[src/hdl/encoder_direction_speed_average_macros.svh]
// ----------------------------------------------------------------------------
// Assertion macros for the encoder direction / speed averaging block
// Implication checks on a clock, with an active-low reset
// that disables them.
// ----------------------------------------------------------------------------
`ifndef ENCODER_DIRECTION_SPEED_AVERAGE_MACROS_SVH
`define ENCODER_DIRECTION_SPEED_AVERAGE_MACROS_SVH

// same-cycle implication
`define EDSA_ASSERT_IMPL(lbl, clk, rst_n, ante, cons, msg) \
    lbl: assert property (@(posedge clk) disable iff (!rst_n) (ante) |-> (cons)) \
        else $error(msg);

// next-cycle implication
`define EDSA_ASSERT_NEXT(lbl, clk, rst_n, ante, cons, msg) \
    lbl: assert property (@(posedge clk) disable iff (!rst_n) (ante) |=> (cons)) \
        else $error(msg);

`endif

[src/hdl/edsa_pkg.sv]
// ----------------------------------------------------------------------------
// edsa_pkg
// Types and fixed widths for the encoder direction / speed averaging block.
// ----------------------------------------------------------------------------
package edsa_pkg;

    localparam int POS_W      = 24;
    localparam int CPT_W      = 25;
    localparam int THR_W      = 24;
    localparam int SCALE_W    = 24;
    localparam int AVG_W      = 26;
    localparam int RPM_W      = 21;
    localparam int MAG_W      = 25;   // magnitude of one average
    localparam int DIFF_W     = 27;   // difference before clamping
    localparam int RPM_FRAC   = 16;   // Q16 rpm scale
    localparam int DELTA_LIMIT = 16777216;

    localparam int CFG_IDX_W  = 8;
    localparam int CFG_DATA_W = 25;

    localparam logic [CFG_IDX_W-1:0] CFG_COUNTS_PER_TURN  = 8'd0;
    localparam logic [CFG_IDX_W-1:0] CFG_WRAP_THRESHOLD   = 8'd1;
    localparam logic [CFG_IDX_W-1:0] CFG_MOTION_THRESHOLD = 8'd2;
    localparam logic [CFG_IDX_W-1:0] CFG_RPM_SCALE        = 8'd3;

    localparam logic [CPT_W-1:0]   CPT_RESET    = 25'd131072;
    localparam logic [THR_W-1:0]   WRAP_RESET   = 24'd100000;
    localparam logic [THR_W-1:0]   MOTION_RESET = 24'd1000;
    localparam logic [SCALE_W-1:0] SCALE_RESET  = 24'd60000;

    typedef enum logic [1:0] {
        DIR_UNKNOWN = 2'd0,
        DIR_CW      = 2'd1,
        DIR_CCW     = 2'd2
    } t_dir;

    typedef enum logic {
        ALU_ADD = 1'b0,
        ALU_SUB = 1'b1
    } t_alu_op;

    typedef enum logic [3:0] {
        S_IDLE,
        S_EVAL,
        S_WRAP,
        S_CLAMP,
        S_SUBOLD,
        S_ADDNEW,
        S_ABS,
        S_DIV,
        S_MUL,
        S_FMT
    } t_state;

endpackage

[src/hdl/edsa_alu.sv]
// ----------------------------------------------------------------------------
// edsa_alu
// Shared adder/subtractor used by the arithmetic steps of the sequencer.
// ----------------------------------------------------------------------------
module edsa_alu #(
    parameter int W = 30
) (
    input  logic signed [W-1:0] i_a,
    input  logic signed [W-1:0] i_b,
    input  edsa_pkg::t_alu_op   i_op,
    output logic signed [W-1:0] o_y
);
    import edsa_pkg::*;

    assign o_y = (i_op == ALU_SUB) ? (i_a - i_b) : (i_a + i_b);

endmodule

[src/hdl/encoder_direction_speed_average.sv]
// Sequence: an accepted sample is evaluated in S_EVAL; while the direction is unknown it goes straight
//   to S_FMT, else on through S_WRAP, S_CLAMP, S_SUBOLD, S_ADDNEW, S_ABS, S_DIV, S_MUL and S_FMT.
//   A new sample is taken only in S_IDLE, after the last result is registered; result stalls hold S_FMT.
//   The serial divider (SUM_W - 1 steps, SUM_W = 26 + clog2(DEPTH)) and 25-step multiplier share one adder.
// Reset (synchronous): direction unknown, window counts cleared, registers at defaults;
//   the window memory is not cleared, entries are only read after being rewritten.
// ----------------------------------------------------------------------------
// encoder_direction_speed_average
// Direction detection, wrap-corrected position difference, moving average
// over up to DEPTH differences and Q16 rpm scaling with saturation.
// ----------------------------------------------------------------------------
`include "encoder_direction_speed_average_macros.svh"

module encoder_direction_speed_average #(
    parameter int DEPTH = 8
) (
    input  logic                                  i_clk,
    input  logic                                  i_rst_n,
    // sample channel
    input  logic                                  i_in_valid,
    output logic                                  o_in_stall,
    input  logic [edsa_pkg::POS_W-1:0]            i_position,
    input  logic                                  i_restart,
    // result channel
    output logic                                  o_out_valid,
    input  logic                                  i_out_stall,
    output logic signed [edsa_pkg::AVG_W-1:0]     o_avg_delta,
    output logic signed [edsa_pkg::RPM_W-1:0]     o_speed_rpm,
    output logic [1:0]                            o_rotation,
    output logic                                  o_window_full,
    // configuration write channel
    input  logic                                  i_cfg_valid,
    output logic                                  o_cfg_ready,
    input  logic [edsa_pkg::CFG_IDX_W-1:0]        i_cfg_index,
    input  logic [edsa_pkg::CFG_DATA_W-1:0]       i_cfg_data
);
    import edsa_pkg::*;

    localparam int PTR_W      = $clog2(DEPTH);
    localparam int CNT_W      = $clog2(DEPTH + 1);
    localparam int SUM_W      = AVG_W + $clog2(DEPTH);
    localparam int MAGN_W     = SUM_W - 1;
    localparam int ALU_W      = SUM_W + 1;
    localparam int ITER_W     = $clog2(SUM_W);
    localparam int RPM_MAG_W  = 2 * MAG_W - RPM_FRAC;

    localparam logic signed [DIFF_W-1:0] DLIM_P = DIFF_W'(DELTA_LIMIT);
    localparam logic signed [DIFF_W-1:0] DLIM_N = -DLIM_P;
    localparam logic [RPM_MAG_W-1:0]     RPM_LIM = RPM_MAG_W'(1) << (RPM_W - 1);
    localparam logic signed [RPM_W-1:0]  RPM_MAX_V = {1'b0, {(RPM_W-1){1'b1}}};
    localparam logic signed [RPM_W-1:0]  RPM_MIN_V = {1'b1, {(RPM_W-1){1'b0}}};

    // configuration
    logic [CPT_W-1:0]   r_cpt,    n_cpt;
    logic [THR_W-1:0]   r_wrap,   n_wrap;
    logic [THR_W-1:0]   r_motion, n_motion;
    logic [SCALE_W-1:0] r_scale,  n_scale;

    // block state
    t_state             r_state, n_state;
    t_dir               r_dir,   n_dir;
    logic [POS_W-1:0]   r_last,  n_last;
    logic signed [SUM_W-1:0] r_sum, n_sum;
    logic [CNT_W-1:0]   r_fill,  n_fill;
    logic               r_full,  n_full;
    logic [PTR_W-1:0]   r_wptr,  n_wptr;

    // working registers
    logic [POS_W-1:0]         r_pos,     n_pos;
    logic signed [DIFF_W-1:0] r_delta,   n_delta;
    logic                     r_add_cpt, n_add_cpt;
    logic                     r_sub_cpt, n_sub_cpt;
    logic                     r_zero,    n_zero;
    logic                     r_neg,     n_neg;
    logic [MAGN_W-1:0]        r_quo,     n_quo;
    logic [CNT_W-1:0]         r_rem,     n_rem;
    logic [CNT_W-1:0]         r_div,     n_div;
    logic [ITER_W-1:0]        r_iter,    n_iter;
    logic [MAG_W-1:0]         r_hi,      n_hi;
    logic [MAG_W-1:0]         r_lo,      n_lo;

    // result register
    logic                     r_out_valid, n_out_valid;
    logic signed [AVG_W-1:0]  r_out_avg,   n_out_avg;
    logic signed [RPM_W-1:0]  r_out_rpm,   n_out_rpm;
    t_dir                     r_out_rot,   n_out_rot;
    logic                     r_out_full,  n_out_full;

    // window memory
    logic signed [AVG_W-1:0]  r_win [DEPTH];
    logic signed [AVG_W-1:0]  r_old;
    logic                     w_win_we;

    // shared adder
    logic signed [ALU_W-1:0]  alu_a, alu_b, alu_y;
    t_alu_op                  alu_op;

    logic                     w_in_accept;
    logic                     w_det_gt, w_det_lt;
    logic [POS_W-1:0]         w_det_d;
    logic [CNT_W:0]           w_trial_in;
    logic [AVG_W-1:0]         w_mag_ext;
    logic signed [AVG_W-1:0]  w_avg;
    logic [2*MAG_W-1:0]       w_prod;
    logic [RPM_MAG_W-1:0]     w_rpm_mag;
    logic signed [RPM_W-1:0]  w_rpm;

    edsa_alu #(.W(ALU_W)) u_alu (
        .i_a  (alu_a),
        .i_b  (alu_b),
        .i_op (alu_op),
        .o_y  (alu_y)
    );

    assign o_in_stall  = (r_state != S_IDLE);
    assign w_in_accept = i_in_valid && !o_in_stall;
    assign o_cfg_ready = 1'b1;

    assign w_det_gt = (r_pos > r_last);
    assign w_det_lt = (r_pos < r_last);
    assign w_det_d  = w_det_gt ? (r_pos - r_last) : (r_last - r_pos);

    assign w_trial_in = {r_rem, r_quo[MAGN_W-1]};

    assign w_mag_ext = {1'b0, r_quo[MAG_W-1:0]};
    assign w_avg     = r_neg ? -w_mag_ext : w_mag_ext;

    // product magnitude scaled down; sign applied after, so truncation is toward zero
    assign w_prod    = {r_hi, r_lo};
    assign w_rpm_mag = w_prod[2*MAG_W-1:RPM_FRAC];

    always_comb begin
        if (!r_neg) begin
            w_rpm = (w_rpm_mag >= RPM_LIM) ? RPM_MAX_V : w_rpm_mag[RPM_W-1:0];
        end else begin
            w_rpm = (w_rpm_mag > RPM_LIM) ? RPM_MIN_V : -w_rpm_mag[RPM_W-1:0];
        end
    end

    always_comb begin
        n_cpt       = r_cpt;
        n_wrap      = r_wrap;
        n_motion    = r_motion;
        n_scale     = r_scale;
        n_state     = r_state;
        n_dir       = r_dir;
        n_last      = r_last;
        n_sum       = r_sum;
        n_fill      = r_fill;
        n_full      = r_full;
        n_wptr      = r_wptr;
        n_pos       = r_pos;
        n_delta     = r_delta;
        n_add_cpt   = r_add_cpt;
        n_sub_cpt   = r_sub_cpt;
        n_zero      = r_zero;
        n_neg       = r_neg;
        n_quo       = r_quo;
        n_rem       = r_rem;
        n_div       = r_div;
        n_iter      = r_iter;
        n_hi        = r_hi;
        n_lo        = r_lo;
        n_out_valid = r_out_valid;
        n_out_avg   = r_out_avg;
        n_out_rpm   = r_out_rpm;
        n_out_rot   = r_out_rot;
        n_out_full  = r_out_full;
        alu_a       = '0;
        alu_b       = '0;
        alu_op      = ALU_ADD;
        w_win_we    = 1'b0;

        if (r_out_valid && !i_out_stall) begin
            n_out_valid = 1'b0;
        end

        if (i_cfg_valid) begin
            case (i_cfg_index)
                CFG_COUNTS_PER_TURN:  n_cpt    = i_cfg_data;
                CFG_WRAP_THRESHOLD:   n_wrap   = i_cfg_data[THR_W-1:0];
                CFG_MOTION_THRESHOLD: n_motion = i_cfg_data[THR_W-1:0];
                CFG_RPM_SCALE:        n_scale  = i_cfg_data[SCALE_W-1:0];
                default: ;
            endcase
        end

        case (r_state)
            S_IDLE: begin
                if (w_in_accept) begin
                    n_pos = i_position;
                    if (i_restart) begin
                        n_last = '0;
                        n_sum  = '0;
                        n_fill = '0;
                        n_full = 1'b0;
                        n_wptr = '0;
                    end
                    n_state = S_EVAL;
                end
            end
            S_EVAL: begin
                n_last = r_pos;
                if (r_dir == DIR_UNKNOWN) begin
                    // zero last position means nothing loaded yet
                    if (r_last != '0) begin
                        if (w_det_gt) begin
                            if (w_det_d > r_wrap) begin
                                n_dir = DIR_CCW;
                            end else if (w_det_d > r_motion) begin
                                n_dir = DIR_CW;
                            end
                        end else if (w_det_lt) begin
                            if (w_det_d > r_wrap) begin
                                n_dir = DIR_CW;
                            end else if (w_det_d > r_motion) begin
                                n_dir = DIR_CCW;
                            end
                        end
                    end
                    n_zero  = 1'b1;
                    n_state = S_FMT;
                end else begin
                    alu_a     = ALU_W'(r_pos);
                    alu_b     = ALU_W'(r_last);
                    alu_op    = ALU_SUB;
                    n_delta   = alu_y[DIFF_W-1:0];
                    n_add_cpt = (r_dir == DIR_CW) && w_det_lt;
                    n_sub_cpt = (r_dir == DIR_CCW) && w_det_gt;
                    n_zero    = 1'b0;
                    n_state   = S_WRAP;
                end
            end
            S_WRAP: begin
                alu_a  = ALU_W'(r_delta);
                alu_b  = ALU_W'(r_cpt);
                alu_op = r_add_cpt ? ALU_ADD : ALU_SUB;
                if (r_add_cpt || r_sub_cpt) begin
                    n_delta = alu_y[DIFF_W-1:0];
                end
                n_state = S_CLAMP;
            end
            S_CLAMP: begin
                if (r_delta > DLIM_P) begin
                    n_delta = DLIM_P;
                end else if (r_delta < DLIM_N) begin
                    n_delta = DLIM_N;
                end
                n_state = S_SUBOLD;
            end
            S_SUBOLD: begin
                // before the window is full the slot at the pointer is still empty
                alu_a   = ALU_W'(r_sum);
                alu_b   = r_full ? ALU_W'(r_old) : '0;
                alu_op  = ALU_SUB;
                n_sum   = alu_y[SUM_W-1:0];
                n_state = S_ADDNEW;
            end
            S_ADDNEW: begin
                alu_a    = ALU_W'(r_sum);
                alu_b    = ALU_W'(r_delta);
                alu_op   = ALU_ADD;
                n_sum    = alu_y[SUM_W-1:0];
                w_win_we = 1'b1;
                n_wptr   = (r_wptr == PTR_W'(DEPTH - 1)) ? '0 : r_wptr + PTR_W'(1);
                if (!r_full) begin
                    n_fill = r_fill + CNT_W'(1);
                    n_div  = r_fill + CNT_W'(1);
                    n_full = (r_fill == CNT_W'(DEPTH - 1));
                end else begin
                    n_div  = CNT_W'(DEPTH);
                end
                n_state = S_ABS;
            end
            S_ABS: begin
                alu_a  = '0;
                alu_b  = ALU_W'(r_sum);
                alu_op = ALU_SUB;
                n_neg  = r_sum[SUM_W-1];
                n_quo  = r_sum[SUM_W-1] ? alu_y[MAGN_W-1:0] : r_sum[MAGN_W-1:0];
                n_rem  = '0;
                n_iter = ITER_W'(MAGN_W - 1);
                n_state = S_DIV;
            end
            S_DIV: begin
                // restoring division, one quotient bit per cycle
                alu_a  = ALU_W'(w_trial_in);
                alu_b  = ALU_W'(r_div);
                alu_op = ALU_SUB;
                if (!alu_y[ALU_W-1]) begin
                    n_rem = alu_y[CNT_W-1:0];
                end else begin
                    n_rem = w_trial_in[CNT_W-1:0];
                end
                n_quo = {r_quo[MAGN_W-2:0], !alu_y[ALU_W-1]};
                if (r_iter == '0) begin
                    n_hi    = '0;
                    n_lo    = n_quo[MAG_W-1:0];
                    n_iter  = ITER_W'(MAG_W - 1);
                    n_state = S_MUL;
                end else begin
                    n_iter = r_iter - ITER_W'(1);
                end
            end
            S_MUL: begin
                // shift-add, multiplier bits consumed from r_lo
                alu_a  = ALU_W'(r_hi);
                alu_b  = r_lo[0] ? ALU_W'(r_scale) : '0;
                alu_op = ALU_ADD;
                n_hi   = alu_y[MAG_W:1];
                n_lo   = {alu_y[0], r_lo[MAG_W-1:1]};
                if (r_iter == '0) begin
                    n_state = S_FMT;
                end else begin
                    n_iter = r_iter - ITER_W'(1);
                end
            end
            S_FMT: begin
                if (!r_out_valid || !i_out_stall) begin
                    n_out_valid = 1'b1;
                    n_out_avg   = r_zero ? '0 : w_avg;
                    n_out_rpm   = r_zero ? '0 : w_rpm;
                    n_out_rot   = r_dir;
                    n_out_full  = r_full;
                    n_state     = S_IDLE;
                end
            end
            default: n_state = S_IDLE;
        endcase
    end

    always_ff @(posedge i_clk) begin
        if (!i_rst_n) begin
            r_cpt       <= CPT_RESET;
            r_wrap      <= WRAP_RESET;
            r_motion    <= MOTION_RESET;
            r_scale     <= SCALE_RESET;
            r_state     <= S_IDLE;
            r_dir       <= DIR_UNKNOWN;
            r_last      <= '0;
            r_sum       <= '0;
            r_fill      <= '0;
            r_full      <= 1'b0;
            r_wptr      <= '0;
            r_out_valid <= 1'b0;
        end else begin
            r_cpt       <= n_cpt;
            r_wrap      <= n_wrap;
            r_motion    <= n_motion;
            r_scale     <= n_scale;
            r_state     <= n_state;
            r_dir       <= n_dir;
            r_last      <= n_last;
            r_sum       <= n_sum;
            r_fill      <= n_fill;
            r_full      <= n_full;
            r_wptr      <= n_wptr;
            r_out_valid <= n_out_valid;
        end
    end

    always_ff @(posedge i_clk) begin
        r_pos      <= n_pos;
        r_delta    <= n_delta;
        r_add_cpt  <= n_add_cpt;
        r_sub_cpt  <= n_sub_cpt;
        r_zero     <= n_zero;
        r_neg      <= n_neg;
        r_quo      <= n_quo;
        r_rem      <= n_rem;
        r_div      <= n_div;
        r_iter     <= n_iter;
        r_hi       <= n_hi;
        r_lo       <= n_lo;
        r_out_avg  <= n_out_avg;
        r_out_rpm  <= n_out_rpm;
        r_out_rot  <= n_out_rot;
        r_out_full <= n_out_full;
    end

    always_ff @(posedge i_clk) begin
        if (w_win_we) begin
            r_win[r_wptr] <= r_delta[AVG_W-1:0];
        end
        r_old <= r_win[r_wptr];
    end

    assign o_out_valid   = r_out_valid;
    assign o_avg_delta   = r_out_avg;
    assign o_speed_rpm   = r_out_rpm;
    assign o_rotation    = r_out_rot;
    assign o_window_full = r_out_full;

    `EDSA_ASSERT_IMPL(a_full_fill, i_clk, i_rst_n, r_full, r_fill == CNT_W'(DEPTH), "full flag without full count")
    `EDSA_ASSERT_IMPL(a_ptr_fill, i_clk, i_rst_n, !r_full, r_wptr == r_fill[PTR_W-1:0], "write pointer off fill count while filling")
    `EDSA_ASSERT_NEXT(a_busy_after_accept, i_clk, i_rst_n, w_in_accept, o_in_stall, "sample channel not stalled after a transaction")
    `EDSA_ASSERT_IMPL(a_zero_unknown, i_clk, i_rst_n, o_out_valid && (o_rotation == DIR_UNKNOWN), (o_avg_delta == '0) && (o_speed_rpm == '0), "nonzero speed with unknown direction")

endmodule
[config.mk]
export PLATFORM = sky130hd
export DESIGN_NAME = encoder_direction_speed_average
export DESIGN_NICKNAME = d
export VERILOG_FILES = /design/src/hdl/edsa_pkg.sv /design/src/hdl/edsa_alu.sv /design/src/hdl/encoder_direction_speed_average.sv
export VERILOG_INCLUDE_DIRS = /design/src /design/src/hdl
export SDC_FILE = /design/constraint.sdc
export NUM_CORES = 1
export LEC_CHECK = 0
export ABC_AREA = 1
export BUFFER_PORTS_ARGS = -buffer_cell sky130_fd_sc_hd__buf_2
export CAP_MARGIN = 30
export CELL_PAD_IN_SITES_DETAIL_PLACEMENT = 2
export CELL_PAD_IN_SITES_GLOBAL_PLACEMENT = 2
export CORE_MARGIN = 3
export CORE_UTILIZATION = 40
export CTS_BUF_LIST = sky130_fd_sc_hd__clkbuf_8
export CTS_CLUSTER_DIAMETER = 40
export DETAILED_ROUTE_END_ITERATION = 6
export PLACE_DENSITY_LB_ADDON = 0.1
export SYNTH_ARGS = -nofsm -noshare
export SYNTH_HDL_FRONTEND = slang
export SYNTH_HIERARCHICAL = 1
export SYNTH_SLANG_ARGS = --single-unit
[constraint.sdc]
create_clock -name i_clk -period 6 [get_ports i_clk]
set_input_delay 0.9 -clock i_clk [delete_from_list [all_inputs] [get_ports i_clk]]
set_output_delay 0.9 -clock i_clk [all_outputs]
set_load 0.01 [all_outputs]
**Word-level counts from Yosys, hierarchy flattened**

Memories as Yosys holds them, arrays and structs flattened. A register that Yosys moved wholly into a read port is not among the register bits.
Cells that the tools add are included.

- Bits in registers: 361
- Memory bits (writable): 208
- Output and inout bits: 53
- Memories: 1

Memory list:

| memory | words | bits a word | rd ports | clocked after Yosys merged registers in | write ports | RTL line | text |
|---|---|---|---|---|---|---|---|
| r_win | 8 | 26 | 1 | 1 | 1 | encoder_direction_speed_average.sv:90 | `logic signed [AVG_W-1:0] r_win [DEPTH];` |

- Add/subtract/negate cells: 9
- Magnitude comparators: 8
- Equal/unequal tests: 26
- Multiplexer cells: 68
- Bitwise operators: 2
- Reductions and logical operators: 44

Operator list:

| cell | count |
|---|---|
| 30-bit one-hot mux with 7 select lines | 1 |
| 30-bit one-hot mux with 5 select lines | 1 |
| 24-bit two-way mux | 6 |
| 27-bit two-way mux | 4 |
| 25-bit one-hot mux with 2 select lines | 2 |
| 27-bit one-hot mux with 3 select lines | 1 |
| 25-bit two-way mux | 3 |
| 24-bit greater-than comparator | 3 |
| 21-bit two-way mux | 3 |
| 30-bit two-way mux | 2 |
| 29-bit two-way mux | 2 |
| 29-bit one-hot mux with 2 select lines | 1 |
| 28-bit one-hot mux with 2 select lines | 1 |
| 24-bit one-hot mux with 2 select lines | 1 |
| 24-bit subtractor | 2 |
| 4-bit one-hot mux with 10 select lines | 1 |
| 4-bit two-way mux | 9 |
| 34-bit by 21-bit >= comparator with 1-bit output, second input constant | 1 |
| 34-bit by 21-bit greater-than comparator with 1-bit output, second input constant | 1 |
| 30-bit adder | 1 |
| 30-bit subtractor | 1 |
| 28-bit two-way mux | 1 |
| 27-bit by 26-bit greater-than comparator with 1-bit output, second input constant | 1 |
| 27-bit by 25-bit < comparator with 1-bit output, second input constant | 1 |
| other kinds (44) | 107 |

**Longest topological paths before layout**

- Depth after elaboration: 8
- Mapped depth: 33
- Depth with buffers taken out: 32

**By module**

The synthesis kept the hierarchy.

Modules (own cells, without submodules):

| module | instances | cells an instance | area an instance (µm²) | sequential area each (µm²) |
|---|---|---|---|---|
| encoder_direction_speed_average | 1 | 3077 | 28616.2 | 15955.3 |
| edsa_alu | 1 | 657 | 3278.1 | 0.0 |

**Worst setup path after synthesis**

OpenSTA, ideal clock, no wires.

- Path type: reg2reg
- From: register r_state[2]
- To: register r_hi[0], enable pin
- Arrival time: 4.738 ns
- Path slack: 0.735 ns
- Stages on the path, launching flop included: 8
- Period minus slack after synthesis: 5.265 ns
- Cells stage by stage: dfxtp_1 > inv_2 > nor2_1 > inv_2 > nor2_1 > inv_2 > clkbuf_1 > o21ai_0

- Longest elaborated chain between the ends: 3

Ends and longest elaborated chain:

| element | RTL line | text |
|---|---|---|
| start, declared | encoder_direction_speed_average.sv:60 | `t_state r_state, n_state;` |
| start signal, assigned | encoder_direction_speed_average.sv:351 | `r_state <= n_state;` |
| 4-bit by 3-bit equality test with 1-bit output or 4-bit equality test (tied branches) | encoder_direction_speed_average.sv:188 | `case (r_state)` |
| 2-bit inequality test (no line) or 2-bit nonzero test (tied branches) | -- |  |
| 2-bit AND reduction (no line) * | -- |  |
| end signal, assigned | encoder_direction_speed_average.sv:373 | `r_hi <= n_hi;` |
| end, declared | encoder_direction_speed_average.sv:79 | `logic [MAG_W-1:0] r_hi, n_hi;` |

Every way passes the cells marked *; elsewhere a longest branch is shown, timed or not.
A chain may end at the register's enable or synchronous reset.

**Worst setup path after layout**

- From: register r_dir[1]
- To: register r_quo[18] (data pin)

- Longest elaborated chain between the ends: 7

Ends and longest elaborated chain:

| element | RTL line | text |
|---|---|---|
| start, declared | encoder_direction_speed_average.sv:61 | `t_dir r_dir, n_dir;` |
| start signal, assigned | encoder_direction_speed_average.sv:352 | `r_dir <= n_dir;` |
| 2-bit logical NOT * | encoder_direction_speed_average.sv:204 | `if (r_dir == DIR_UNKNOWN) begin` |
| 24-bit two-way mux * | encoder_direction_speed_average.sv:204 |  |
| 30-bit one-hot mux with 7 select lines * | encoder_direction_speed_average.sv:188 |  |
| net alu_b[7] | encoder_direction_speed_average.sv:95 | `logic signed [ALU_W-1:0] alu_a, alu_b, alu_y;` |
| 30-bit adder or 30-bit subtractor (tied branches) | edsa_alu.sv:15 | `assign o_y = (i_op == ALU_SUB) ? (i_a - i_b) : (i_a + i_b);` |
| 30-bit two-way mux * | edsa_alu.sv:15 |  |
| net alu_y[18] | encoder_direction_speed_average.sv:95 |  |
| 28-bit two-way mux * | encoder_direction_speed_average.sv:280 | `n_quo = r_sum[SUM_W-1] ? alu_y[MAGN_W-1:0] : r_sum[MAGN_W-1:0];` |
| 28-bit one-hot mux with 2 select lines * | encoder_direction_speed_average.sv:188 |  |
| net n_quo[18] | encoder_direction_speed_average.sv:75 | `logic [MAGN_W-1:0] r_quo, n_quo;` |
| end signal, assigned | encoder_direction_speed_average.sv:369 | `r_quo <= n_quo;` |
| end, declared | encoder_direction_speed_average.sv:75 |  |

The timed path passes the listed nets; every way through them passes the cells marked *.

==> metrics <==
Ys Warns 6; share of layout cells above drive strength 1 12.81%; Crit. End Element flop; TritonCTS clock tree done; power per cell area 589.6 nW/um^2; clock tree buffer depth 3; Syn Nets 3931; Cells after Synth 3734; hold_buf cts 0; Slew Viols, Final 0; Overall Global Routing Usage 35.36%; worst min path class in -> reg; Die Area 83160 um^2; CP max FO 11; async set-reset flop share out of synthesis 0%; crit path DAT 6.26 ns; skew final 0.08956 ns; crit path launch r_dir[1]; Final setup viols 0; cell area after synthesis 31890 um^2; ranking of synthesized cells by area edfxtp_1, dfxtp_1, nand2_1; worst skew pair latency 0.81 ns; Reg clk slew, reported paths 0.08 ns; net count reported at finish 4107; I/O Buffers 114; Num CTS Buffers 118; Pre-Repair DR Iteration Count 6; via count 29.65k; Fin Setup TNS 0 ns; core area 78230 um^2; sequential fraction of the synthesis area 50.03%; drt initial violations 2312; Via density 5.862; initial core utilization 40.77%; initial antenna violation count 15; DRT antenna net count 0; number of core rows 102; flops & latches, synth 595; final wirelength 149200 um; Comb power frac 50.4%; Tmin final 5.651 ns; Post CTS Setup Buffer Count 0; Critical Path RT 6.61 ns; worst slew pin tran 1.003 ns; synth unique cells 62; Clock Power Share 21.2%; CTS sink cnt 595; Setup CP Type reg -> reg; highest clock rate 177.0 MHz; startpoint type of the worst setup path flop; Flop pwr share 28.4%; top_reg_cell synth edfxtp_1; Synth top area share 38.04%; average instance area after synthesis 8.542 um^2; Net Sw Frac 49.63%; Worst Hold Depth 1; DRC viols 0; Max transition margin 33.16%; Internal 0.01086 W; Post-DP HPWL 109100 um; EDFF count, synth 404; first-pass GRT wire length 217300 um; most frequent cell after synthesis nand2_1; Worst Hold Slack 0.2612 ns; vias in the first global route 32.42k; unrepaired setup endpoints after global routing false; Overflow after GRT 0; final hold violations 0; switching pwr 0.01070 W; Worst R2R Path Depth 26; worst hold start i_position[13]; DR WL/cell 29.50 um; Leak 15.24 nW; largest net degree at the start of global routing 73; Chip Width 288.4 um; max-cap violations 0; area grow syn2layout 14.61%; status finished clean; Die H 288.4 um; htree depth 3; maximum vdd drop 0.0002810 V; commonest cells in the synthesized netlist nand2_1, inv_1, edfxtp_1, nor2_1, a21oi_1; FF-to-FF Start r_dir[1]; root buffer cell clkbuf_8; Ports 116; Tot Pwr 0.02155 W; period utilisation layout 94.18%; cell taking the most area after synthesis edfxtp_1; routability cong. 0.9557
## final cells by class
| class | instances | area, um^2 |
|---|---|---|
| fill | 8563 | 41680 |
| timing repair buffer | 193 | 1189 |
| clock buffer | 137 | 1886 |
| inverter | 523 | 1968 |
| antenna | 5 | 12.51 |
| tap | 1040 | 1301 |
| multi-input combinational | 2479 | 13530 |
| clock inverter | 86 | 714.4 |
| sequential | 595 | 15960 |
## final timing paths
check                                   to  slack, ns
worst max-delay path             r_quo[18]       0.35
worst min-delay path             r_pos[13]       0.26
worst max register to register   r_quo[18]       0.35
worst min register to register  r_wrap[18]       0.47
## state kept, by name, indices dropped and copies added (netlist names), 25 cells and up
signal and cells:
r_win 208, r_sum 29, r_hi 25, r_old 26
r_lo 25, r_cpt 25, r_quo 28, r_delta 27
o_avg_delta 26
## kinds of logic after synthesis
group	share of synthesized area (%)
flip-flops	50.03
AND/OR/NAND/NOR	19.93
other	0.01176
AO/OA/AOI/OAI	14.56
adder cells (fa/ha/maj)	5.327
XOR/XNOR	2.142
buffers and inverters	8.007
## power by group through the flow
stage | Clock (W) | Combinational [W] | Sequential, W
3_5_place_dp | 0 | 0.0106 | 0.00612
4_1_cts | 0.00463 | 0.0108 | 0.00606
3_3_place_gp | 0 | 0.0101 | 0.00607
2_1_floorplan | 0 | 0.00668 | 0.00572
6_report | 0.00456 | 0.0109 | 0.00612
5_1_grt | 0.00478 | 0.0119 | 0.00613
## layout by cell type (no fill, tap or decap), types with 13 or more instances in the layout
master,instances
nand2_1,811
inv_1,516
edfxtp_1,404
nor2_1,326
a21oi_1,271
o21ai_0,250
dfxtp_1,190
nand3_1,150
clkbuf_8,137
ha_1,131
buf_2,115
buf_4,75
xor2_1,61
nand4_1,51
a221oi_1,51
o211ai_1,46
a22oi_1,43
nor3_1,29
o22ai_1,27
inv_2,26
nand2_2,24
clkinv_2,22
a22o_1,19
nor2_2,17
xnor2_1,17
clkinv_1,14
nor2_4,13
o21ai_1,13
## repair_timing
item,4_1_cts,5_1_grt
gates resized for setup,0,1
setup endpoints to repair,0,3
endpoints found under the hold margin,0,0
## metrics by stage
stage	cell area, um^2	std cells	utilization (%)	worst slack (ns)
after floorplan	31890	3734	-	0.7354
after global routing	36550	5055	46.71	0.004169
final	36550	5058	46.72	0.3493
after detailed placement	33900	4828	43.34	0.2810
after CTS	36500	5051	46.66	0.2506
after global placement	33880	4825	43.30	0.3405
## layer usage
layer / vias to the layer above / share of wire [%] / track usage [%]
met2: 1187 / 48 / 60.48
met3: 377 / 6.6 / 6.204
met4: 10 / 5.8 / 18.41
met1: 15100 / 39 / 42.63
li1: 12980 / - / -
met5: - / 0.048 / 0
## worst max-delay path: stages (launching register included)
cell      delay, ns
dfxtp_1        0.35
nor2_2         0.33
inv_1          0.09
nand2_1        0.35
inv_2          0.27
a22oi_1        0.31
nand3_1        0.30
nor2_1         0.26
nand3_1        0.25
nor2_1         0.21
nand2_1        0.12
xnor2_1        0.14
nand2_1        0.06
o21ai_0        0.09
ha_1           0.35
buf_4          0.15
nand2_1        0.16
nor2_1         0.23
nand2_1        0.12
inv_1          0.11
nand2_1        0.09
nand2_1        0.14
xor2_1         0.41
inv_1          0.16
nand2_1        0.09
o211ai_1       0.19
o21ai_0        0.16
Note: power is estimated with default switching activity, not from simulation.
